### src/rtl/core/csrn_pkg.sv
// Shared constants, command codes and the queue entry type for the sparse
// matrix-vector residual norm block. No dependencies.
`timescale 1ns / 1ps

package csrn_pkg;

  // Vector store geometry.
  localparam int VEC_DEPTH = 1024;
  localparam int VEC_AW    = (VEC_DEPTH > 1) ? $clog2(VEC_DEPTH) : 1;

  // Field and datapath widths.
  localparam int IDX_W  = 10;
  localparam int DATA_W = 32;
  localparam int ACC_W  = 48;
  localparam int SUM_W  = 64;
  localparam int MUL_W  = DATA_W + 1;
  localparam int PROD_W = 2 * MUL_W;

  // Decoupling queue between the front end and the arithmetic back end.
  localparam int QUEUE_DEPTH = 4;
  localparam int QPTR_W      = (QUEUE_DEPTH > 1) ? $clog2(QUEUE_DEPTH) : 1;
  localparam int QCNT_W      = $clog2(QUEUE_DEPTH + 1);

  // Square root runs one result bit per cycle.
  localparam int ROOT_STEPS = SUM_W / 2;
  localparam int ROOT_CW    = $clog2(ROOT_STEPS);

  typedef logic [1:0] cmd_t;
  localparam cmd_t CMD_LOAD    = 2'd0;
  localparam cmd_t CMD_NONZERO = 2'd1;
  localparam cmd_t CMD_CLOSE   = 2'd2;

  // One classified item for the back end. For a nonzero, a is the matrix
  // value and b the vector element; for a close, a is the right-hand side.
  typedef struct packed {
    logic              is_close;
    logic [DATA_W-1:0] a;
    logic [DATA_W-1:0] b;
    logic              last;
  } op_t;

endpackage

### src/rtl/core/csrn_if.sv


interface csrn_out_if import csrn_pkg::*; ();
  logic                     valid;
  logic                     ready;
  logic signed [DATA_W-1:0] row_product;
  logic [DATA_W-1:0]        residual_norm;
  logic                     norm_valid;

  modport source  (output valid, row_product, residual_norm, norm_valid, input ready);
  modport sink    (input valid, row_product, residual_norm, norm_valid, output ready);
  modport monitor (input valid, ready, row_product, residual_norm, norm_valid);
endinterface

### src/rtl/core/csrn_back.sv
// Back end: multiply-accumulate of nonzeros, row close with squared
// residual, saturating sum, bit-serial square root and the result register.
// Depends on csrn_pkg and csrn_if.
`timescale 1ns / 1ps

module csrn_back import csrn_pkg::*; (
  input  logic       clk,
  input  logic       rst_n,
  input  logic       pop_valid,
  output logic       pop_ready,
  input  op_t        pop_op,
  csrn_out_if.source out_ch
);

  typedef enum logic [2:0] {
    S_RUN,
    S_RESID,
    S_SUM,
    S_ROOT,
    S_EMIT
  } state_t;

  state_t                   state_r;
  logic                     mul_v_r;
  logic signed [PROD_W-1:0] mul_r;
  logic signed [ACC_W-1:0]  acc_r;
  logic [SUM_W-1:0]         sum_r;
  logic [DATA_W-1:0]        rhs_r;
  logic                     last_r;
  logic [DATA_W-1:0]        prod_r;
  logic [DATA_W+1:0]        rem_r;
  logic [DATA_W-1:0]        root_r;
  logic [SUM_W-1:0]         rad_r;
  logic [ROOT_CW-1:0]       cnt_r;
  logic                     out_v_r, out_v_nxt;
  logic [DATA_W-1:0]        out_prod_r;
  logic [DATA_W-1:0]        out_norm_r;
  logic                     out_nv_r;

  logic signed [ACC_W:0]    acc_sum;
  logic signed [ACC_W-1:0]  acc_nz;
  logic [DATA_W-1:0]        prod_sat;
  logic signed [MUL_W-1:0]  resid;
  logic signed [MUL_W-1:0]  mul_a;
  logic signed [MUL_W-1:0]  mul_b;
  logic signed [PROD_W-1:0] mul_prod;
  logic [SUM_W:0]           sum_add;
  logic [SUM_W-1:0]         sum_sat;
  logic [DATA_W+3:0]        rem_t;
  logic [DATA_W+3:0]        trial;
  logic [DATA_W+3:0]        diff;
  logic                     out_free;

  // Product is floored to Q32.16 by dropping 16 bits; it fits in 48 bits.
  assign acc_sum = $signed({acc_r[ACC_W-1], acc_r})
                 + $signed({mul_r[SUM_W-1], mul_r[SUM_W-1:16]});

  always_comb begin
    if (acc_sum[ACC_W] != acc_sum[ACC_W-1]) begin
      acc_nz = acc_sum[ACC_W] ? {1'b1, {(ACC_W-1){1'b0}}} : {1'b0, {(ACC_W-1){1'b1}}};
    end else begin
      acc_nz = acc_sum[ACC_W-1:0];
    end
  end

  always_comb begin
    if ((&acc_r[ACC_W-1:DATA_W-1]) || !(|acc_r[ACC_W-1:DATA_W-1])) begin
      prod_sat = acc_r[DATA_W-1:0];
    end else begin
      prod_sat = acc_r[ACC_W-1] ? {1'b1, {(DATA_W-1){1'b0}}} : {1'b0, {(DATA_W-1){1'b1}}};
    end
  end

  assign resid = $signed({prod_sat[DATA_W-1], prod_sat}) - $signed({rhs_r[DATA_W-1], rhs_r});

  // One shared signed multiplier: matrix value times vector element, or the
  // residual squared when a row closes.
  always_comb begin
    if (state_r == S_RESID) begin
      mul_a = resid;
      mul_b = resid;
    end else begin
      mul_a = $signed({pop_op.a[DATA_W-1], pop_op.a});
      mul_b = $signed({pop_op.b[DATA_W-1], pop_op.b});
    end
  end

  assign mul_prod = mul_a * mul_b;

  assign sum_add = {1'b0, sum_r} + {1'b0, mul_r[SUM_W-1:0]};
  assign sum_sat = sum_add[SUM_W] ? {SUM_W{1'b1}} : sum_add[SUM_W-1:0];

  // Restoring square root, one result bit per cycle.
  assign rem_t = {rem_r, rad_r[SUM_W-1:SUM_W-2]};
  assign trial = {2'b00, root_r, 2'b01};
  assign diff  = rem_t - trial;

  assign out_free  = !out_v_r || out_ch.ready;
  assign pop_ready = (state_r == S_RUN) && pop_valid && (!pop_op.is_close || !mul_v_r);

  // The result register fills from the emit state and empties when taken.
  assign out_v_nxt = ((state_r == S_EMIT) && out_free) || (out_v_r && !out_ch.ready);

  always_ff @(posedge clk) begin
    if (!rst_n) begin
      state_r <= S_RUN;
      mul_v_r <= 1'b0;
      acc_r   <= '0;
      sum_r   <= '0;
      out_v_r <= 1'b0;
    end else begin
      out_v_r <= out_v_nxt;
      unique case (state_r)
        S_RUN: begin
          mul_v_r <= pop_ready && !pop_op.is_close;
          if (mul_v_r) begin
            acc_r <= acc_nz;
          end
          if (pop_ready) begin
            if (pop_op.is_close) begin
              rhs_r   <= pop_op.a;
              last_r  <= pop_op.last;
              state_r <= S_RESID;
            end else begin
              mul_r   <= mul_prod;
            end
          end
        end
        S_RESID: begin
          prod_r  <= prod_sat;
          mul_r   <= mul_prod;
          acc_r   <= '0;
          state_r <= S_SUM;
        end
        S_SUM: begin
          root_r <= '0;
          if (last_r) begin
            sum_r   <= '0;
            rad_r   <= sum_sat;
            rem_r   <= '0;
            cnt_r   <= '0;
            state_r <= S_ROOT;
          end else begin
            sum_r   <= sum_sat;
            state_r <= S_EMIT;
          end
        end
        S_ROOT: begin
          rad_r <= {rad_r[SUM_W-3:0], 2'b00};
          if (rem_t >= trial) begin
            rem_r  <= diff[DATA_W+1:0];
            root_r <= {root_r[DATA_W-2:0], 1'b1};
          end else begin
            rem_r  <= rem_t[DATA_W+1:0];
            root_r <= {root_r[DATA_W-2:0], 1'b0};
          end
          cnt_r <= cnt_r + 1'b1;
          if (cnt_r == ROOT_CW'(ROOT_STEPS - 1)) begin
            state_r <= S_EMIT;
          end
        end
        S_EMIT: begin
          if (out_free) begin
            out_prod_r <= prod_r;
            out_norm_r <= root_r;
            out_nv_r   <= last_r;
            state_r    <= S_RUN;
          end
        end
        default: state_r <= S_RUN;
      endcase
    end
  end

  assign out_ch.valid         = out_v_r;
  assign out_ch.row_product   = out_prod_r;
  assign out_ch.residual_norm = out_norm_r;
  assign out_ch.norm_valid    = out_nv_r;

endmodule

### src/flat_wrapper.sv
// flat-port wrapper written by rule: the top's interface ports become plain ports
module csrn_back_flat import csrn_pkg::*;
  (clk, rst_n, pop_valid, pop_ready, pop_op, out_ch_valid, out_ch_row_product, out_ch_residual_norm, out_ch_norm_valid, out_ch_ready);
  csrn_out_if out_ch_i ();
  input  logic clk;
  input  logic rst_n;
  input  logic pop_valid;
  output logic pop_ready;
  input  op_t pop_op;
  output wire logic [$bits(out_ch_i.valid)-1:0] out_ch_valid;
  output wire logic [$bits(out_ch_i.row_product)-1:0] out_ch_row_product;
  output wire logic [$bits(out_ch_i.residual_norm)-1:0] out_ch_residual_norm;
  output wire logic [$bits(out_ch_i.norm_valid)-1:0] out_ch_norm_valid;
  input wire logic [$bits(out_ch_i.ready)-1:0] out_ch_ready;
  assign out_ch_valid = out_ch_i.valid;
  assign out_ch_row_product = out_ch_i.row_product;
  assign out_ch_residual_norm = out_ch_i.residual_norm;
  assign out_ch_norm_valid = out_ch_i.norm_valid;
  assign out_ch_i.ready = out_ch_ready;
  csrn_back u_core (.clk(clk), .rst_n(rst_n), .pop_valid(pop_valid), .pop_ready(pop_ready), .pop_op(pop_op), .out_ch(out_ch_i));
endmodule
### config.mk
export PLATFORM = sky130hd
export DESIGN_NAME = csrn_back_flat
export DESIGN_NICKNAME = d
export VERILOG_FILES = /design/src/rtl/core/csrn_pkg.sv /design/src/rtl/core/csrn_if.sv /design/src/rtl/core/csrn_back.sv /design/src/flat_wrapper.sv
export SDC_FILE = /design/constraint.sdc
export NUM_CORES = 2
export LEC_CHECK = 0
export BUFFER_PORTS_ARGS = -buffer_cell sky130_fd_sc_hd__buf_2
export CAP_MARGIN = 30
export CORE_MARGIN = 2
export CORE_UTILIZATION = 50
export CTS_BUF_LIST = sky130_fd_sc_hd__clkbuf_8
export DETAILED_ROUTE_END_ITERATION = 8
export PLACE_DENSITY = 0.77
export SYNTH_ARGS = -nofsm -noshare
export SYNTH_HDL_FRONTEND = slang
export SYNTH_SLANG_ARGS = --single-unit
### constraint.sdc
create_clock -name clk -period 30 [get_ports clk]
set_input_delay 9 -clock clk [delete_from_list [all_inputs] [get_ports clk]]
set_output_delay 9 -clock clk [all_outputs]
set_load 0.02 [all_outputs]
; After elaboration in Yosys (flattened, before gate mapping)
; Index checks and enable logic that the tools add are counted.
[word_totals]
ff_bits = 446
elab_cells = 91
in_bits = 70
output_inout_bits = 67
[classes]
magnitude_cmp = 1
n_mul = 1
n_eq_ne = 13
reduce_logical = 27
add_sub_neg = 5
mux = 28
[ops]
columns = op, count
row1 = 2-to-1 mux 64 bit, 5
row2 = case mux 64 bit (2 select lines), 2
row3 = 2-to-1 mux 48 bit, 3
row4 = case mux 48 bit (2 select lines), 1
row5 = 2-to-1 mux 34 bit, 2
row6 = case mux 34 bit (2 select lines), 1
row7 = 2-to-1 mux 33 bit, 2
row8 = adder 64 x 64 -> 65 bit, 1
row9 = multiplier 33 x 33 -> 64 bit, 1
row10 = 2-to-1 mux 32 bit, 2
row11 = case mux 32 bit (2 select lines), 1
row12 = adder 48 x 48 -> 49 bit, 1
row13 = greater-or-equal comparator 36 x 34 -> 1 bit, 1
row14 = subtractor 34 bit, 1
row15 = subtractor 32 x 32 -> 33 bit, 1
row16 = AND reduction 17 bit, 1
row17 = OR reduction 17 bit, 1
row18 = 2-to-1 mux 3 bit, 5
row19 = case mux 3 bit (5 select lines), 1
row20 = AND reduction 4 bit, 3
row21 = "inequality test 2 x 1 -> 1 bit, second input constant", 5
row22 = case mux 5 bit (2 select lines), 1
row23 = "equality test 3 x 2 -> 1 bit, second input constant", 2
row24 = AND reduction 2 bit, 3
row25 = 14 further kinds, 28

; Depth between registers and ports, before layout
[depth]
depth_word = 10
depth_mapped = 51
mapped_depth_nobuf = 48

; Worst setup path after synthesis
; No wires, ideal clock.
[synth_path]
path_kind = in2out
start = input port pop_op[65] (netlist name)
end = output port pop_ready
cell_stages = 2
setup_slack_ns = 11.686
arrival_ns = 9.314
t_required_ns = 21.000
path_buffers = 0
cell_sequence = nand2_1 -> and3_1
[synth_between]
elab_chain_cells = 3
[synth_rtl]
columns = element, line_no
row1 = start: declaration, flat_wrapper.sv:9  ; input op_t pop_op;
row2 = zero test 1 bit, csrn_back.sv:99  ; assign pop_ready = (state_r == S_RUN) && pop_valid && (!pop_op.is_close || !mul_v_r);
row3 = logical OR 1 bit, csrn_back.sv:99
row4 = logical AND 1 bit, csrn_back.sv:99
row5 = end: declaration, flat_wrapper.sv:8  ; output logic pop_ready;
; No other way between the ends.

; Final worst setup path
; Ends and elaborated chain as after synthesis.

==> flow_summary.yaml <==
status:
  status: "complete, no violations"
timing:
  tightestPinTransition_ps: 1010
  setup_viol: 0
  rsz0062_at_grt: "false"
  slew_headroom_pct: 32.4
  fin_skew_ps: 39.1
  worst_slack_ps: 11500
  max_freq_mhz: 54.1
  period_minus_slack_ps: 18500
  hold_viol: 0
  period_share_pct: 61.7
  finalSetupTns_ps: 0
  timing.final.max_slew_violations: 0
yosys:
  synth_edf_count: 329
  ys.flop_type: "edfxtp_1"
  synth-seq-cells: 446
  postSynthAreaPerCell_sq_um: 9.24
  syn_nets: 8496
  syn_inst: 6906
  ys_types: 105
  seq_area_frac_synth_pct: 19.2
  ys_warn_count: 0
  ys_async_sr_fraction_pct: 0
  synth_area_sq_um: 63800
placement:
  dp.final_hpwl_mm: 150
  gp_congestion: 1.00
  dp_slack_ps: 11500
  numPortBuffers: 136
critical_path:
  worstSetupStartpointType: "input port"
  path_max_fanout: 3
  crit_top_cell: "buf_2"
  crit_slowest_cell: "buf_2"
  critical_path_class: "input port to output pin"
  cpPeakStageDelay_ps: 170
  arrival_ps: 9500
  required_ps: 21000
  worstPathCellList: "buf_2 -> nand2_1 -> and3_1 -> buf_2"
  cp-end-kind: "output pin"
  r2r_slack_ps: 16040
flow_run:
  cap_violations: 0
clock_network:
  clk_pin_slew_ps: 60
  worstSkewPairLatency_ps: 700
  cts-buffers-inserted: 75
  clock-sinks: 446
  cts_root_buf: "clkbuf_8"
  ctsResizeCount: 0
  post_cts_buffers: 0
  cts_tree: "done"
  htreeDepth: 3
  cts_hold_buffers: 0
  cts_buffer_depth: 3
cells_and_area:
  area_growth_pct: 5.82
  fin_nets: 8485
  drive_above_1_share_pct: 6.34
global_routing:
  overflow: 0
  grt_pass1_vias: 51900
  grt_pass1_wl_mm: 289
  grt_max_degree: 100
  antenna_found_initial: 7
  globalRouteTotalUtil_pct: 28.6
route:
  vias: 49700
  antenna_left: 0
  drc: 0
  drt_iter0_markers: 3763
  wl_per_cell_um: 21.5
  firstDrtPassIters: 6
  wl_mm: 186
  vias_per_cell: 5.77
floorplanning:
  fp.dieW_um: 361
  io_pins: 137
  core_sq_um: 127000
  die_h_um: 361
  start_util_pct: 50.2
  num_rows: 131
  die-area_sq_um: 131000
min_path:
  hp-class: "flop to flop"
==> state kept, by name, indices dropped and copies added, names as in the netlist, 3 cells and up <==
register / cells
u_core.acc_r: 48
u_core.cnt_r: 5
u_core.mul_r: 64
u_core.out_ch.residual_norm: 32
u_core.out_ch.row_product: 32
u_core.prod_r: 32
u_core.rad_r: 64
u_core.rem_r: 34
u_core.rhs_r: 32
u_core.root_r: 32
u_core.state_r: 3
u_core.sum_r: 64
==> metrics by stage <==
step                utilization, %  hold WS (ps)  std cells  cell area, sq um
detailed placement            52.0           405       8479             66100
global placement              52.0           403       8473             66000
CTS                           53.1           416       8617             67500
finish                        53.2           415       8621             67500
floorplan                        -           400       6906             63800
global route                  53.2           419       8619             67500
==> critical path: cells and delay by family <==
family | cells | cell delay, ps
buffers and inverters | 2 | 280
AND/OR/NAND/NOR | 2 | 210
==> placed cells by master (no fill, tap or decap), drive strengths merged, types with 78 or more instances in the layout <==
cell and instances:
xnor2 157, inv 1218, a21o 135, clkbuf 78
dfxtp 117, edfxtp 329, ha 392, fa 1128
and2 93, a21oi 333, nand2 1111, o21ai 269
buf 238, nor2 516
==> final cells by class <==
| cell class | instances | area, sq um |
|---|---|---|
| clock buffer | 78 | 1070 |
| sequential | 446 | 12200 |
| antenna | 3 | 7.51 |
| timing repair buffer | 238 | 1460 |
| clock inverter | 60 | 349 |
| tap | 1662 | 2080 |
| fill | 11300 | 59500 |
| multi-input combinational | 4942 | 45900 |
| inverter | 1192 | 4470 |
==> routing by layer <==
metal	up-vias	GRT usage, %	wire, um
li1	21900	-	-
met1	24700	36.6	71700
met2	2616	46.1	84600
met3	524	7.25	20600
met4	10	12.2	8660
met5	-	0	65
==> logic make-up (layout without fill, tap and decap cells) <==
group,Yosys count,after routing,share of synthesized area [%]
AO/OA/AOI/OAI,1109,1109,11.1
other,0,3,0
XOR/XNOR,222,222,3.11
adder cells (fa/ha/maj),1520,1520,43.1
buffers and inverters,1518,1568,9.21
flip-flops,446,446,19.2
multiplexers,38,38,0.614
AND/OR/NAND/NOR,2053,2053,13.7
==> cells in the mapped netlist, drive strengths merged, types with 11 or more instances <==
cell type,number,area [sq um]
mux2i,29,290
inv,1192,4470
nand4,36,231
nand3,61,305
nor2b,41,257
clkbuf,242,915
and3,32,205
a31oi,69,444
and2,93,582
o31ai,12,119
or2,16,100
o21a,59,443
fa,1128,22600
a21o,135,1010
a211oi,36,313
xnor2,157,1380
o211ai,18,150
xor2,65,607
o21ai,269,1350
nand2,1111,4170
nand2b,36,225
edfxtp,329,9880
ha,392,4900
a21oi,333,1680
a22o,35,307
or3,16,100
buf,84,485
o21bai,34,255
dfxtp,117,2340
nor2,516,1940
nor3,43,220
nor4,11,90.1
nor3b,11,87.6
==> path summary, 6_finish.rpt <==
kind                     startpoint                       endpoint  depth (start not counted)
setup / recovery         pop_op[65]                      pop_ready                          4
hold / removal    u_core.prod_r[27]  u_core.out_ch.row_product[27]                          0
setup reg to reg   u_core.acc_r[35]               u_core.mul_r[61]                         44
hold reg to reg   u_core.prod_r[27]  u_core.out_ch.row_product[27]                          0
Power is left out: the tool's default activity adds up to more than one toggle a clock period on the data nets, which glitch-free logic cannot reach.
