===== config.mk =====
export PLATFORM = sky130hd
export DESIGN_NAME = csrn_queue
export DESIGN_NICKNAME = d
export VERILOG_FILES = /design/src/rtl/core/csrn_pkg.sv /design/src/rtl/core/csrn_queue.sv
export SDC_FILE = /design/constraint.sdc
export NUM_CORES = 1
export LEC_CHECK = 0
export ABC_AREA = 0
export BUFFER_PORTS_ARGS = -buffer_cell sky130_fd_sc_hd__buf_2
export CAP_MARGIN = 20
export CORE_MARGIN = 2
export CORE_UTILIZATION = 57
export CTS_CLUSTER_SIZE = 40
export DETAILED_ROUTE_END_ITERATION = 6
export GPL_ROUTABILITY_DRIVEN = 0
export PLACE_DENSITY = 0.79
export SYNTH_ARGS = -nofsm -noshare
export SYNTH_HDL_FRONTEND = slang
export SYNTH_SLANG_ARGS = --single-unit
export TNS_END_PERCENT = 50

===== constraint.sdc =====
create_clock -name clk -period 2.7 [get_ports clk]
set_clock_uncertainty 0.15 [all_clocks]
set_input_delay 0.135 -clock clk [delete_from_list [all_inputs] [get_ports clk]]
set_output_delay 0.135 -clock clk [all_outputs]
set_load 0.005 [all_outputs]

===== src/rtl/core/csrn_pkg.sv =====
// Shared constants, command codes and the queue entry type for the sparse
// matrix-vector residual norm block. No dependencies.
`timescale 1ns / 1ps

package csrn_pkg;

  // Vector store geometry.
  localparam int VEC_DEPTH = 1024;
  localparam int VEC_AW    = (VEC_DEPTH > 1) ? $clog2(VEC_DEPTH) : 1;

  // Field and datapath widths.
  localparam int IDX_W  = 10;
  localparam int DATA_W = 32;
  localparam int ACC_W  = 48;
  localparam int SUM_W  = 64;
  localparam int MUL_W  = DATA_W + 1;
  localparam int PROD_W = 2 * MUL_W;

  // Decoupling queue between the front end and the arithmetic back end.
  localparam int QUEUE_DEPTH = 4;
  localparam int QPTR_W      = (QUEUE_DEPTH > 1) ? $clog2(QUEUE_DEPTH) : 1;
  localparam int QCNT_W      = $clog2(QUEUE_DEPTH + 1);

  // Square root runs one result bit per cycle.
  localparam int ROOT_STEPS = SUM_W / 2;
  localparam int ROOT_CW    = $clog2(ROOT_STEPS);

  typedef logic [1:0] cmd_t;
  localparam cmd_t CMD_LOAD    = 2'd0;
  localparam cmd_t CMD_NONZERO = 2'd1;
  localparam cmd_t CMD_CLOSE   = 2'd2;

  // One classified item for the back end. For a nonzero, a is the matrix
  // value and b the vector element; for a close, a is the right-hand side.
  typedef struct packed {
    logic              is_close;
    logic [DATA_W-1:0] a;
    logic [DATA_W-1:0] b;
    logic              last;
  } op_t;

endpackage


===== src/rtl/core/csrn_queue.sv =====
// Short FIFO that decouples the front end from the arithmetic back end.
// Depends on csrn_pkg.
`timescale 1ns / 1ps

module csrn_queue import csrn_pkg::*; (
  input  logic clk,
  input  logic rst_n,
  input  logic push_valid,
  output logic push_ready,
  input  op_t  push_op,
  output logic pop_valid,
  input  logic pop_ready,
  output op_t  pop_op
);

  op_t               q_mem_r [QUEUE_DEPTH];
  logic [QPTR_W-1:0] wr_ptr_r, wr_ptr_nxt;
  logic [QPTR_W-1:0] rd_ptr_r, rd_ptr_nxt;
  logic [QCNT_W-1:0] count_r, count_nxt;
  logic              do_push;
  logic              do_pop;

  assign push_ready = count_r != QCNT_W'(QUEUE_DEPTH);
  assign pop_valid  = count_r != '0;
  assign do_push    = push_valid && push_ready;
  assign do_pop     = pop_valid && pop_ready;
  assign pop_op     = q_mem_r[rd_ptr_r];

  always_comb begin
    wr_ptr_nxt = wr_ptr_r;
    rd_ptr_nxt = rd_ptr_r;
    count_nxt  = count_r;
    if (do_push) begin
      wr_ptr_nxt = (wr_ptr_r == QPTR_W'(QUEUE_DEPTH - 1)) ? '0 : wr_ptr_r + 1'b1;
    end
    if (do_pop) begin
      rd_ptr_nxt = (rd_ptr_r == QPTR_W'(QUEUE_DEPTH - 1)) ? '0 : rd_ptr_r + 1'b1;
    end
    if (do_push && !do_pop) begin
      count_nxt = count_r + 1'b1;
    end else if (do_pop && !do_push) begin
      count_nxt = count_r - 1'b1;
    end
  end

  always_ff @(posedge clk) begin
    if (!rst_n) begin
      wr_ptr_r <= '0;
      rd_ptr_r <= '0;
      count_r  <= '0;
    end else begin
      wr_ptr_r <= wr_ptr_nxt;
      rd_ptr_r <= rd_ptr_nxt;
      count_r  <= count_nxt;
    end
  end

  always_ff @(posedge clk) begin
    if (do_push) begin
      q_mem_r[wr_ptr_r] <= push_op;
    end
  end

endmodule


## Word-level counts from Yosys, hierarchy flattened

Memory sizes are Yosys's and may differ from the RTL's. A register that Yosys moved wholly into a read port is not among the register bits.
Index checks and enable logic that the tools add are counted.

| word-level totals | value |
|---|---|
| flip-flop bits (word level) | 7 |
| bits in latches | 0 |
| RAM bits | 264 |
| memory bits (read-only) | 0 |
| bits of input ports | 70 |
| output and inout bits | 68 |
| memories | 1 |

| operators by class | value |
|---|---|
| add/subtract/negate cells | 4 |
| multipliers | 0 |
| divide/modulo/power cells | 0 |
| magnitude comparators | 0 |
| equal/unequal tests | 3 |
| shifts and indexed selects | 0 |
| multiplexer cells | 8 |
| bitwise gates (word level) | 0 |
| reductions and logical operators | 8 |

Memories:

| memory | depth | width | read ports | clocked after Yosys merged registers in | wr ports | RTL line | RTL |
|---|---|---|---|---|---|---|---|
| q_mem_r | 4 | 66 | 1 | 1 | 1 | csrn_queue.sv:16 | `op_t q_mem_r [QUEUE_DEPTH];` |

Operators with widths:

| kind | number |
|---|---|
| 2-to-1 mux 2 bit | 4 |
| 2-to-1 mux 3 bit | 2 |
| adder 2 x 1 -> 2 bit (second input constant) | 2 |
| equality test 2 bit (second input constant) | 2 |
| logical AND 1 bit | 4 |
| adder 3 x 1 -> 3 bit (second input constant) | 1 |
| != test 3 bit (second input constant) | 1 |
| nonzero test 3 bit | 1 |
| subtractor 3 x 1 -> 3 bit (second input constant) | 1 |
| zero test 1 bit | 2 |
| 2-to-1 mux 1 bit | 2 |
| nonzero test 2 bit | 1 |

## Depth between registers and ports, before layout

Gate-level depths: netlist of the first run.

| logic depth | value |
|---|---|
| depth after elaboration | 6 |
| mapped depth | 9 |

## Worst setup path after synthesis of the first run

Ideal clock, no wire load.

| path | value |
|---|---|
| path kind | reg-to-reg |
| start | reg count_r[0] |
| end | reg count_r[2] |
| library setup time | 76 ps |
| arrival | 2128 ps |
| path slack | 346 ps |
| stages on the path, launching flop included | 8 |
| path buffers | 0 |
| period minus slack after synthesis | 2354 ps |
| path through | dfxtp_1 o31ai_1 ha_1 inv_1 fa_1 xor2_1 or3_2 a21boi_0 |

| on the way | value |
|---|---|
| longest elaborated chain between the ends | 5 |
| elaborated cells on any way between the ends | 13 |
| classes of those cells | add/sub: 2; eq/ne: 1; mux: 2; reduce/logical: 8 |

RTL lines:

| element | RTL line | RTL |
|---|---|---|
| start: declaration | csrn_queue.sv:19 | `logic [QCNT_W-1:0] count_r, count_nxt;` |
| start signal: assignment | csrn_queue.sv:54 | `count_r <= count_nxt;` |
| branches (longest 5 deep; another with subtractor 3 x 1 -> 3 bit) | -- |  |

Parallel ways; which one is timed is not known. The select of a mux whose other input is x is not followed.
A chain may end at the register's enable or synchronous reset.

## Worst setup path in the final report of the first run

| path | value |
|---|---|
| start | reg count_r[0] |
| end | reg count_r[2] |

| on the way | value |
|---|---|
| longest elaborated chain between the ends | 5 |
| elaborated cells on any way between the ends | 13 |
| classes of those cells | add/sub: 2; eq/ne: 1; mux: 2; reduce/logical: 8 |

RTL lines:

| element | RTL line | RTL |
|---|---|---|
| != test 3 bit (*) | csrn_queue.sv:23 | `assign push_ready = count_r != QCNT_W'(QUEUE_DEPTH);` |
| logical AND 1 bit (*) | csrn_queue.sv:25 | `assign do_push = push_valid && push_ready;` |
| named net do_push | csrn_queue.sv:20 | `logic do_push;` |
| zero test 1 bit | csrn_queue.sv:41 | `end else if (do_pop && !do_push) begin` |
| logical AND 1 bit | csrn_queue.sv:41 |  |
| nonzero test 2 bit (no line) | -- |  |

Mark *: on every way through the listed nets, which the timed path passes. The rest lies on a longest branch. The select of a mux whose other input is x is not followed.

==> summary.md, run 1 <==
| Metric | Value |
|---|---|
| Status | completed |
| Area grow syn2layout | 25.5% |
| Clock-pin transition on the worst setup and hold timing paths | 60 ps |
| Number of global-route vias before repair | ~5300 |
| Post-Route Setup TNS | 0 ps |
| Power per cell area | 867 mW/mm^2 |
| Drt first pass iters | 4 |
| Final ANT Viol Nets | 0 |
| CP endpoint kind | flip-flop |
| Worst Max-Slew Pin Slew | between 500 and 600 ps |
| Avg Inst Size Synth | 25.3 sq um |
| Htree depth | 1 |
| Total Routed Length | 19100 um |
| Clock tree buffer depth | 3 |
| WS Path Type | flip-flop to flip-flop |
| # setup viols final | 0 |
| I/O pin count | 138 |
| Fin crit period | 2460 ps |
| Largest net degree at the start of global routing | 33 |
| Most common cell after layout, fill and taps aside | edfxtp_1 |
| Pins over their slew limit | 0 |
| LEAKAGE | 4.29 nW |
| Clock Root Buffer | clkbuf_16 |
| IO buf count | 137 |
| Cell variety after synth | 27 |
| Final net count | 708 |
| Post-Layout Inst Area | 0.0126 sq mm |
| Rows | 48 |
| Max_cap viols | 0 |
| Avg WL per Cell | 21.8 um |
| Die width | 136 um |
| FF-to-FF End | count_r[2] |
| Post-CTS Setup Inserts | 0 |
| Syn nets | 472 |
| Hold depth | 2 |
| Clk sinks | about 270 |
| Initial DRC Count | 330 |
| Multi-input gate area | roughly 0.0018 sq mm |
| Die height | 136 um |
| Crit path cell chain | or3b_4 -> and2_4 -> ha_1 -> inv_1 -> fa_1 -> xor2_1 -> or3_2 -> a21boi_0 |
| Die footprint | about 0.019 sq mm |
| Placed inst area | around 0.011 sq mm |
| Fill cells | 970 |
| Most frequent cells in the layout | 264 x edfxtp_1, 137 x buf_2, 71 x dlygate4sd3_1 |
| YS warnings | 0 |
| Vias | 4960 |
| Period utilization | 91.2% |
| Initial antenna violation count | 1 |
| FF-to-FF Start | count_r[0] |
| Share of cells above drive strength 1 | 40.5% |
| Type of origin of the critical path | flip-flop |
| Mapped Area | ~0.010 sq mm |
| Path type of the worst min-delay path | input port to flip-flop |
| CTS tree | done |
| Flops & latches, synth | 273 |
| Final global-route overflow total | 0 |
| Reg2reg path depth | 8 |
| DRC viols | 0 |
| Seq/Total Area, Yosys | 81.1% |
| Worst path slowest cell | dfxtp_1 |
| Via/cell ratio | around 5.7 |
| Final Hold Fails | 0 |
| CP max stage delay | about 440 ps |
| Worst path required time | 2990 ps |
| Max Freq | just over 400 MHz |
| Worst IR Drop VDD | 0.693 mV |
| Cts bufs inserted | 27 |
| Clk_lat worst skew | 510 ps |
| Core area | around 0.017 sq mm |
| RSZ-0062 raised after global routing | no |
| CP max FO | 7 |
| Slew Limit Headroom | 65.6% |
| Cell count after synthesis | 395 |
| Gr usage total | 21.2% |
| HPWL Detailed | 11100 um |
| HP Start | push_op[37] |
| Register area | 0.00812 sq mm |
| First-pass GRT wire length | 29500 um |
| Initial Util | 58.0% |
| Total power | 0.0109 W |
| Reg2reg setup slack | 240 ps |
| Arr. time, crit path | ~2800 ps |
| Hold Crit Endpoint | q_mem_r[3][37] |
[how the worst max path moves through the flow]
stage                    start         end  cells after the start
floorplan           count_r[0]  count_r[2]                      7
global placement    count_r[0]  count_r[2]                      8
detailed placement  count_r[0]  count_r[2]                      8
CTS                 count_r[0]  count_r[2]                      8
global route        count_r[0]  count_r[2]                      8
finish              count_r[0]  count_r[2]                      8
[critical path: cells and delay by family, from the launching register on]
family / cells / cell delay (ps)
xor+xnor: 1 / 180
flops: 1 / 440
compound gates: 1 / 180
fa+ha+maj: 2 / 580
simple gates: 3 / 800
buf+inv: 1 / 70
[cells in the mapped netlist]
master      n  area (sq um)
or3_2       2          15.0
xor2_1      1          8.76
buf_2       7          35.0
ha_1        6          75.1
nand4_1     1          6.26
a21boi_0    1          7.51
mux4_2     66          1490
mux2i_1     2          20.0
nor2b_1     1          6.26
xnor2_1     1          8.76
and2_1      1          6.26
and2_4      1          8.76
nand2_1     5          18.8
o21ai_1     1          5.00
clkbuf_1    3          11.3
or3b_1      1          8.76
and3_2      4          30.0
o31ai_1     1          7.51
buf_4       1          7.51
fa_1        1          20.0
buf_6       5          56.3
nand3_1     2          10.0
dfxtp_1     9           180
inv_1       3          11.3
nor2_1      2          7.51
edfxtp_1  264          7930
o21ai_0     3          15.0
[final cells by class]
| type | count | share of cell area [%] |
|---|---|---|
| Clock buffer | 32 | 5.53 |
| Antenna cell | 1 | 0.0199 |
| Timing Repair Buffer | 223 | 12.6 |
| Sequential cell | 273 | 64.6 |
| Tap cell | 225 | 2.24 |
| Clock inverter | 15 | 0.598 |
| Inverter | 3 | 0.0897 |
| Multi-Input combinational cell | 103 | 14.3 |
[registers in the layout, summed over array words and instances, names as in the netlist, named ones only]
name,cells
q_mem_r,264
wr_ptr_r,2
count_r,3
rd_ptr_r,2
[power by group]
part	switching, W	internal, W	total, W
combinational	0.00102	0.00122	0.00225
clock	0.00146	0.00183	0.00328
sequential	0.000215	0.00514	0.00535
[what timing repair did]
action	4_1_cts	5_1_grt
hold buffers	71	0
setup endpoints to repair	0	1
gates resized for setup	0	1
endpoints found under the hold margin	273	0
[kinds of logic (layout without fill, tap and decap cells)]
group	after synthesis	count (layout)	synth area share, %
flops	273	273	81.1
xor+xnor	2	2	0.175
compound gates	6	6	0.350
buf+inv	19	273	1.21
mux	68	68	15.1
fa+ha+maj	7	7	0.951
simple gates	20	20	1.18
other cells	0	1	0
[layer usage]
metal  global-route usage [%]  share of wire, %
met4                     5.03               2.1
met1                     28.6                41
met5                        0                 0
met3                     4.33               5.7
met2                     36.1                52
[through the flow]
| step | cells | util (%) | setup slack [ps] | hold slack (ps) |
|---|---|---|---|---|
| final | 875 | 72.8 | 236 | 220 |
| after global routing | 875 | 72.8 | 31.5 | 218 |
| after CTS | 874 | 72.8 | 117 | 203 |
| after detailed placement | 756 | 64.2 | 165 | 202 |
| after global placement | 756 | 64.2 | 334 | 195 |
| after floorplan | 395 | - | 346 | 83.9 |
Note: power is estimated with default switching activity, not from simulation.
==> inputs of run 2 (changes only) <==
--- a/config.mk
+++ b/config.mk
@@ -9,11 +9,12 @@
 export BUFFER_PORTS_ARGS = -buffer_cell sky130_fd_sc_hd__buf_2
 export CAP_MARGIN = 20
 export CORE_MARGIN = 2
-export CORE_UTILIZATION = 57
+export CORE_UTILIZATION = 51
 export CTS_CLUSTER_SIZE = 40
 export DETAILED_ROUTE_END_ITERATION = 6
 export GPL_ROUTABILITY_DRIVEN = 0
-export PLACE_DENSITY = 0.79
+export PLACE_DENSITY = 0.75
+export SETUP_SLACK_MARGIN = 0.3
 export SYNTH_ARGS = -nofsm -noshare
 export SYNTH_HDL_FRONTEND = slang
 export SYNTH_SLANG_ARGS = --single-unit
==> constraint.sdc (replaced) <==
create_clock -name clk -period 2.15 [get_ports clk]
set_clock_uncertainty 0.15 [all_clocks]
set_input_delay 0.1075 -clock clk [delete_from_list [all_inputs] [get_ports clk]]
set_output_delay 0.1075 -clock clk [all_outputs]
set_load 0.005 [all_outputs]
==> summary.md, run 2 (same netlist as run 1, synthesis figures left out) <==
| Metric | Value |
|---|---|
| Clk_lat worst skew | 520 ps (was 510 ps) |
| Max_cap viols | 0 (unchanged) |
| Fin crit period | 2210 ps |
| # setup viols final | 26 (was 0) |
| First-pass GRT wire length | 29300 um (was 29500 um) |
| Type of origin of the critical path | flip-flop (unchanged) |
| Post-Layout Inst Area | 0.0132 sq mm (was 0.0126 sq mm) |
| Total Routed Length | 19700 um (was 19100 um) |
| Cts bufs inserted | 27 (unchanged) |
| Path type of the worst min-delay path | input port to flip-flop (unchanged) |
| IO buf count | 137 (unchanged) |
| Clk sinks | 273 (unchanged) |
| Die footprint | 0.0207 sq mm (was 0.0186 sq mm) |
| Avg WL per Cell | 21.2 um (was 21.8 um) |
| Final worst slack | -58.8 ps (was 236 ps) |
| Pins over their slew limit | 0 (unchanged) |
| Most frequent cells in the layout | 264 x edfxtp_1, 123 x buf_2, 69 x dlygate4sd3_1 (was 264 x edfxtp_1, 137 x buf_2, 71 x dlygate4sd3_1) |
| Htree depth | 1 (unchanged) |
| Largest net degree at the start of global routing | 67 (was 33) |
| Area grow syn2layout | 32.1% (was 25.5%) |
| Largest Register | q_mem_r (unchanged) |
| Clock tree buffer depth | 3 (unchanged) |
| Arr. time, crit path | 1950 ps (was 2750 ps) |
| Rows | 51 (was 48) |
| Antenna Cells | 0 (was 1) |
| Top flop regs | q_mem_r (264), count_r (3) (unchanged) |
| Slew Limit Headroom | 73.5% (was 65.6%) |
| Reg2reg setup slack | 50 ps (was 240 ps) |
| Final global-route overflow total | 0 (unchanged) |
| Period utilization | 103% |
| Worst Max-Slew Pin Slew | 398 ps (was 516 ps) |
| Via/cell ratio | 5.33 (was 5.67) |
| Final Hold Fails | 0 (unchanged) |
| DP Worst Slack | 17.8 ps (was 165 ps) |
| Clock Root Buffer | clkbuf_16 (unchanged) |
| Failing checks | negative setup slack |
| Gr usage total | 18.8% (was 21.2%) |
| Placed inst area | 0.0112 sq mm (was 0.0111 sq mm) |
| CP endpoint kind | primary output (was flip-flop) |
| Die height | 144 um (was 136 um) |
| Fin cells | 931 (was 875) |
| Most common cell after layout, fill and taps aside | edfxtp_1 (unchanged) |
| Final hold slack | 187 ps (was 220 ps) |
| Post-layout util | 68.3% (was 72.8%) |
| Worst IR Drop VDD | 0.735 mV (was 0.693 mV) |
| Drt first pass iters | 4 (unchanged) |
| I/O pin count | 138 (unchanged) |
| Initial Util | 51.7% (was 58.0%) |
| HPWL Detailed | 10500 um (was 11100 um) |
| LEAKAGE | 4.55 nW (was 4.29 nW) |
| Power per cell area | 1140 mW/mm^2 (was 867 mW/mm^2) |
| Core area | 0.0193 sq mm (was 0.0172 sq mm) |
| CP max FO | 6 (was 7) |
| Clock-pin transition on the worst setup and hold timing paths | 60 ps (about the same) |
| Max Freq | 453 MHz |
| Die width | 144 um (was 136 um) |
| Number of global-route vias before repair | 5268 (was 5271) |
| Number of flip-flops in the largest register | 264 (unchanged) |
| Initial DRC Count | 359 (was 330) |
| RSZ-0062 raised after global routing | yes (was no) |
| Share of cells above drive strength 1 | 44.1% (was 40.5%) |
| Initial antenna violation count | 0 (was 1) |
| Placed insts | 795 (was 756) |
| WS Path Type | flip-flop to primary output (was flip-flop to flip-flop) |
| Worst path required time | 1890 ps (was 2990 ps) |
| Status | complete, but fails checks (was completed) |
| Final ANT Viol Nets | 0 (unchanged) |
| Vias | 4965 (was 4960) |
| DRC viols | 0 (unchanged) |
| Final net count | 723 (was 708) |
| CTS tree | done (unchanged) |
## run 2: cell types whose count changed in the layout (fill, tap and decap cells not counted), moves of 3 or more
cell       change
clkbuf_1       -3
buf_16         +9
bufinv_16      +5
buf_2         -14
buf_6         +18
dfxtp_1        -3
dfxtp_4        +3
## run 2: timing repair
action                                  CTS  global route
cloned                                    4             1
pin swaps                                 1             4
endpoints found under the setup margin  127           149
hold buffers                             69             0
endpoints found under the hold margin   273             0
buffers inserted                         10             3
gates resized for setup                  15            22
## run 2: final cells by class
cell class / instances / area [sq um]
fill: 1210 / 6120
multi-input combinational: 103 / 1830
clock inverter: 20 / 220
sequential: 273 / 8130
timing repair buffer: 238 / 2020
tap: 265 / 332
clock buffer: 29 / 683
inverter: 3 / 11.3
## run 2: critical path, cell delays in order (launching register included)
cell	delay [ps]
dfxtp_4	370
buf_12	130
buf_12	120
buf_12	120
mux4_2	540
buf_2	150
## run 2: path summary, 6_finish.rpt
kind	start	endpoint	depth (start not counted)
max	flip-flop	pop_op[8]	5
min	push_op[5]	q_mem_r[1][5]	2
max reg2reg	count_r[2]	count_r[2]	8
min reg2reg	wr_ptr_r[0]	wr_ptr_r[0]	2
## run 2: power breakdown
group	internal (W)	leakage, nW	total, W	switching [W]
clock	0.00288	0.447	0.00475	0.00186
sequential	0.00647	2.50	0.00668	0.000206
combinational	0.00210	1.60	0.00366	0.00156
## run 2: metal layers
layer  GRT usage (%)  routed length [um]  vias up
met2            31.6                9930      185
li1                -                   -     2195
met3            4.07                1340       26
met4            4.28                 255        0
met5               0                   0        -
met1            25.8                8190     2559
## run 2: stage by stage
step           TNS, ps  power (W)
3_3_place_gp         0    0.00959
5_1_grt          -3550     0.0157
3_5_place_dp         0    0.00970
2_1_floorplan        0    0.00850
6_report          -451     0.0151
4_1_cts          -1280     0.0150
==> inputs of run 3 (changes only) <==
--- a/config.mk
+++ b/config.mk
@@ -15,7 +15,8 @@
 export GPL_ROUTABILITY_DRIVEN = 0
 export PLACE_DENSITY = 0.75
 export SETUP_SLACK_MARGIN = 0.3
+export SKIP_CTS_REPAIR_TIMING = 1
 export SYNTH_ARGS = -nofsm -noshare
 export SYNTH_HDL_FRONTEND = slang
 export SYNTH_SLANG_ARGS = --single-unit
-export TNS_END_PERCENT = 50
+export TNS_END_PERCENT = 100
==> summary.md, run 3 (same netlist as run 1, synthesis figures left out) <==
| Metric | Value |
|---|---|
| HP Start | push_valid (was push_op[5]) |
| # setup viols final | 3 (was 26) |
| Final Hold Fails | 0 (unchanged) |
| Antenna Cells | 0 (unchanged) |
| Initial Util | 51.7% (unchanged) |
| Period utilization | 100% (was 103%) |
| Pins over their slew limit | 0 (unchanged) |
| Largest net degree at the start of global routing | 67 (unchanged) |
| Share of cells above drive strength 1 | 45.0% (was 44.1%) |
| Core area | 0.0193 sq mm (unchanged) |
| Rows | 51 (unchanged) |
| CP max stage delay | 500 ps (was 540 ps) |
| DRC viols | 0 (unchanged) |
| Post-Layout Inst Area | 0.0134 sq mm (was 0.0132 sq mm) |
| Via/cell ratio | 5.39 (was 5.33) |
| I/O pin count | 138 (unchanged) |
| Clock tree buffer depth | 3 (unchanged) |
| Htree depth | 1 (unchanged) |
| Type of origin of the critical path | flip-flop (unchanged) |
| CP max FO | 6 (unchanged) |
| Vias | 5076 (was 4965) |
| Total Routed Length | 21200 um (was 19700 um) |
| Cts bufs inserted | 27 (unchanged) |
| Final net count | 733 (was 723) |
| Worst path required time | 1890 ps (about the same) |
| Final global-route overflow total | 0 (unchanged) |
| Placed inst area | 0.0112 sq mm (unchanged) |
| Max Freq | 464 MHz (was 453 MHz) |
| Worst Max-Slew Pin Slew | 307 ps (was 398 ps) |
| HPWL Detailed | 10500 um (unchanged) |
| Initial DRC Count | 328 (was 359) |
| CP endpoint kind | primary output (unchanged) |
| RSZ-0062 raised after global routing | yes (unchanged) |
| Slew Limit Headroom | 79.5% (was 73.5%) |
| Gr usage total | 17.3% (was 18.8%) |
| Failing checks | negative setup slack (unchanged) |
| Number of global-route vias before repair | 4864 (was 5268) |
| Power per cell area | 1130 mW/mm^2 (was 1140 mW/mm^2) |
| Max_cap viols | 0 (unchanged) |
| LEAKAGE | 4.63 nW (was 4.55 nW) |
| Fin crit period | 2160 ps (was 2210 ps) |
| FF-to-FF Start | count_r[2] (unchanged) |
| Die height | 144 um (unchanged) |
| Crit path cell chain | buf_4 -> clkbuf_16 -> mux4_2 -> buf_2 (was buf_12 -> buf_12 -> buf_12 -> mux4_2 -> buf_2) |
| First-pass GRT wire length | 27000 um (was 29300 um) |
| Clock-pin transition on the worst setup and hold timing paths | 60 ps (about the same) |
| Reg2reg setup slack | 0 ps (was 50 ps) |
| Clock Root Buffer | clkbuf_16 (unchanged) |
| Worst path slowest cell | mux4_2 (unchanged) |
| Area grow syn2layout | 33.7% (was 32.1%) |
| Worst IR Drop VDD | 0.829 mV (was 0.735 mV) |
| Most common cell after layout, fill and taps aside | edfxtp_1 (unchanged) |
| Most frequent cells in the layout | 264 x edfxtp_1, 125 x buf_2, 69 x dlygate4sd3_1 (was 264 x edfxtp_1, 123 x buf_2, 69 x dlygate4sd3_1) |
| Fin cells | 941 (was 931) |
| Clk sinks | 273 (unchanged) |
| Top flop regs | q_mem_r (264), count_r (3) (unchanged) |
| Clk_lat worst skew | 520 ps (about the same) |
| Arr. time, crit path | 1900 ps (was 1950 ps) |
| Final worst slack | -6.18 ps (was -58.8 ps) |
| Critical path's top delay family | buffers and inverters (was multiplexers) |
| DP Worst Slack | 17.8 ps (unchanged) |
| Number of flip-flops in the largest register | 264 (unchanged) |
| Die footprint | 0.0207 sq mm (unchanged) |
| CTS tree | done (unchanged) |
| Final ANT Viol Nets | 0 (unchanged) |
| Post-layout util | 69.2% (was 68.3%) |
| Placed insts | 795 (unchanged) |
| Avg WL per Cell | 22.5 um (was 21.2 um) |
| Post-Route Setup TNS | -9.84 ps (was -451 ps) |
| Die width | 144 um (unchanged) |
| Buf/Inv on CP | 3 (was 4) |
| Path type of the worst min-delay path | input port to flip-flop (unchanged) |
| Status | complete, but fails checks (unchanged) |
| Largest Register | q_mem_r (unchanged) |
| Initial antenna violation count | 0 (unchanged) |
| IO buf count | 137 (unchanged) |
| Drt first pass iters | 4 (unchanged) |
| WS Path Type | flip-flop to primary output (unchanged) |
run 3: cell count changes in the layout (fill, tap and decap cells not counted), sizes merged:
cell / before / now
clkbuf: 30 / 38
buf: 168 / 170
run 3: final cells by class:
type,count,area (sq um)
Inverter,3,11.3
Clock inverter,20,220
Timing Repair Buffer,248,2180
Tap cell,265,332
Clock buffer,29,683
Sequential cell,273,8130
Multi-Input combinational cell,103,1830
Fill cell,1196,5960
run 3: final timing paths:
path	endpoint	depth (start not counted)
max	pop_op[10]	4
min	q_mem_r[2][15]	3
min reg2reg	wr_ptr_r[0]	2
max reg2reg	count_r[2]	8
run 3: worst register-to-register path, stage by stage (launching register included):
cell and delay (ps):
dfxtp_4 360, or3b_4 240, and2_4 160, ha_4 140
inv_2 40, fa_2 340, xor2_1 160, or3_4 330
a21boi_2 160
run 3: report_power, final:
part | leakage [nW] | internal [W] | total [W] | switching (W)
clock network | 0.447 | 0.00288 | 0.00477 | 0.00188
registers | 2.50 | 0.00647 | 0.00667 | 0.000204
logic | 1.68 | 0.00210 | 0.00372 | 0.00162
run 3: through the flow:
stage | power [W] | hold WS (ps)
finish | 0.0152 | 82.0
global route | 0.0158 | 73.9
CTS | 0.0144 | -367
detailed placement | 0.00970 | 175
global placement | 0.00959 | 167
floorplan | 0.00850 | 56.4
run 3: per-layer routing:
layer | track usage, % | up-vias | share of wire [%]
li1 | - | 2221 | -
met2 | 28.6 | 186 | 50
met1 | 23.1 | 2638 | 42
met5 | 0 | - | 0
met3 | 5.13 | 31 | 6.4
met4 | 3.97 | 0 | 1.6
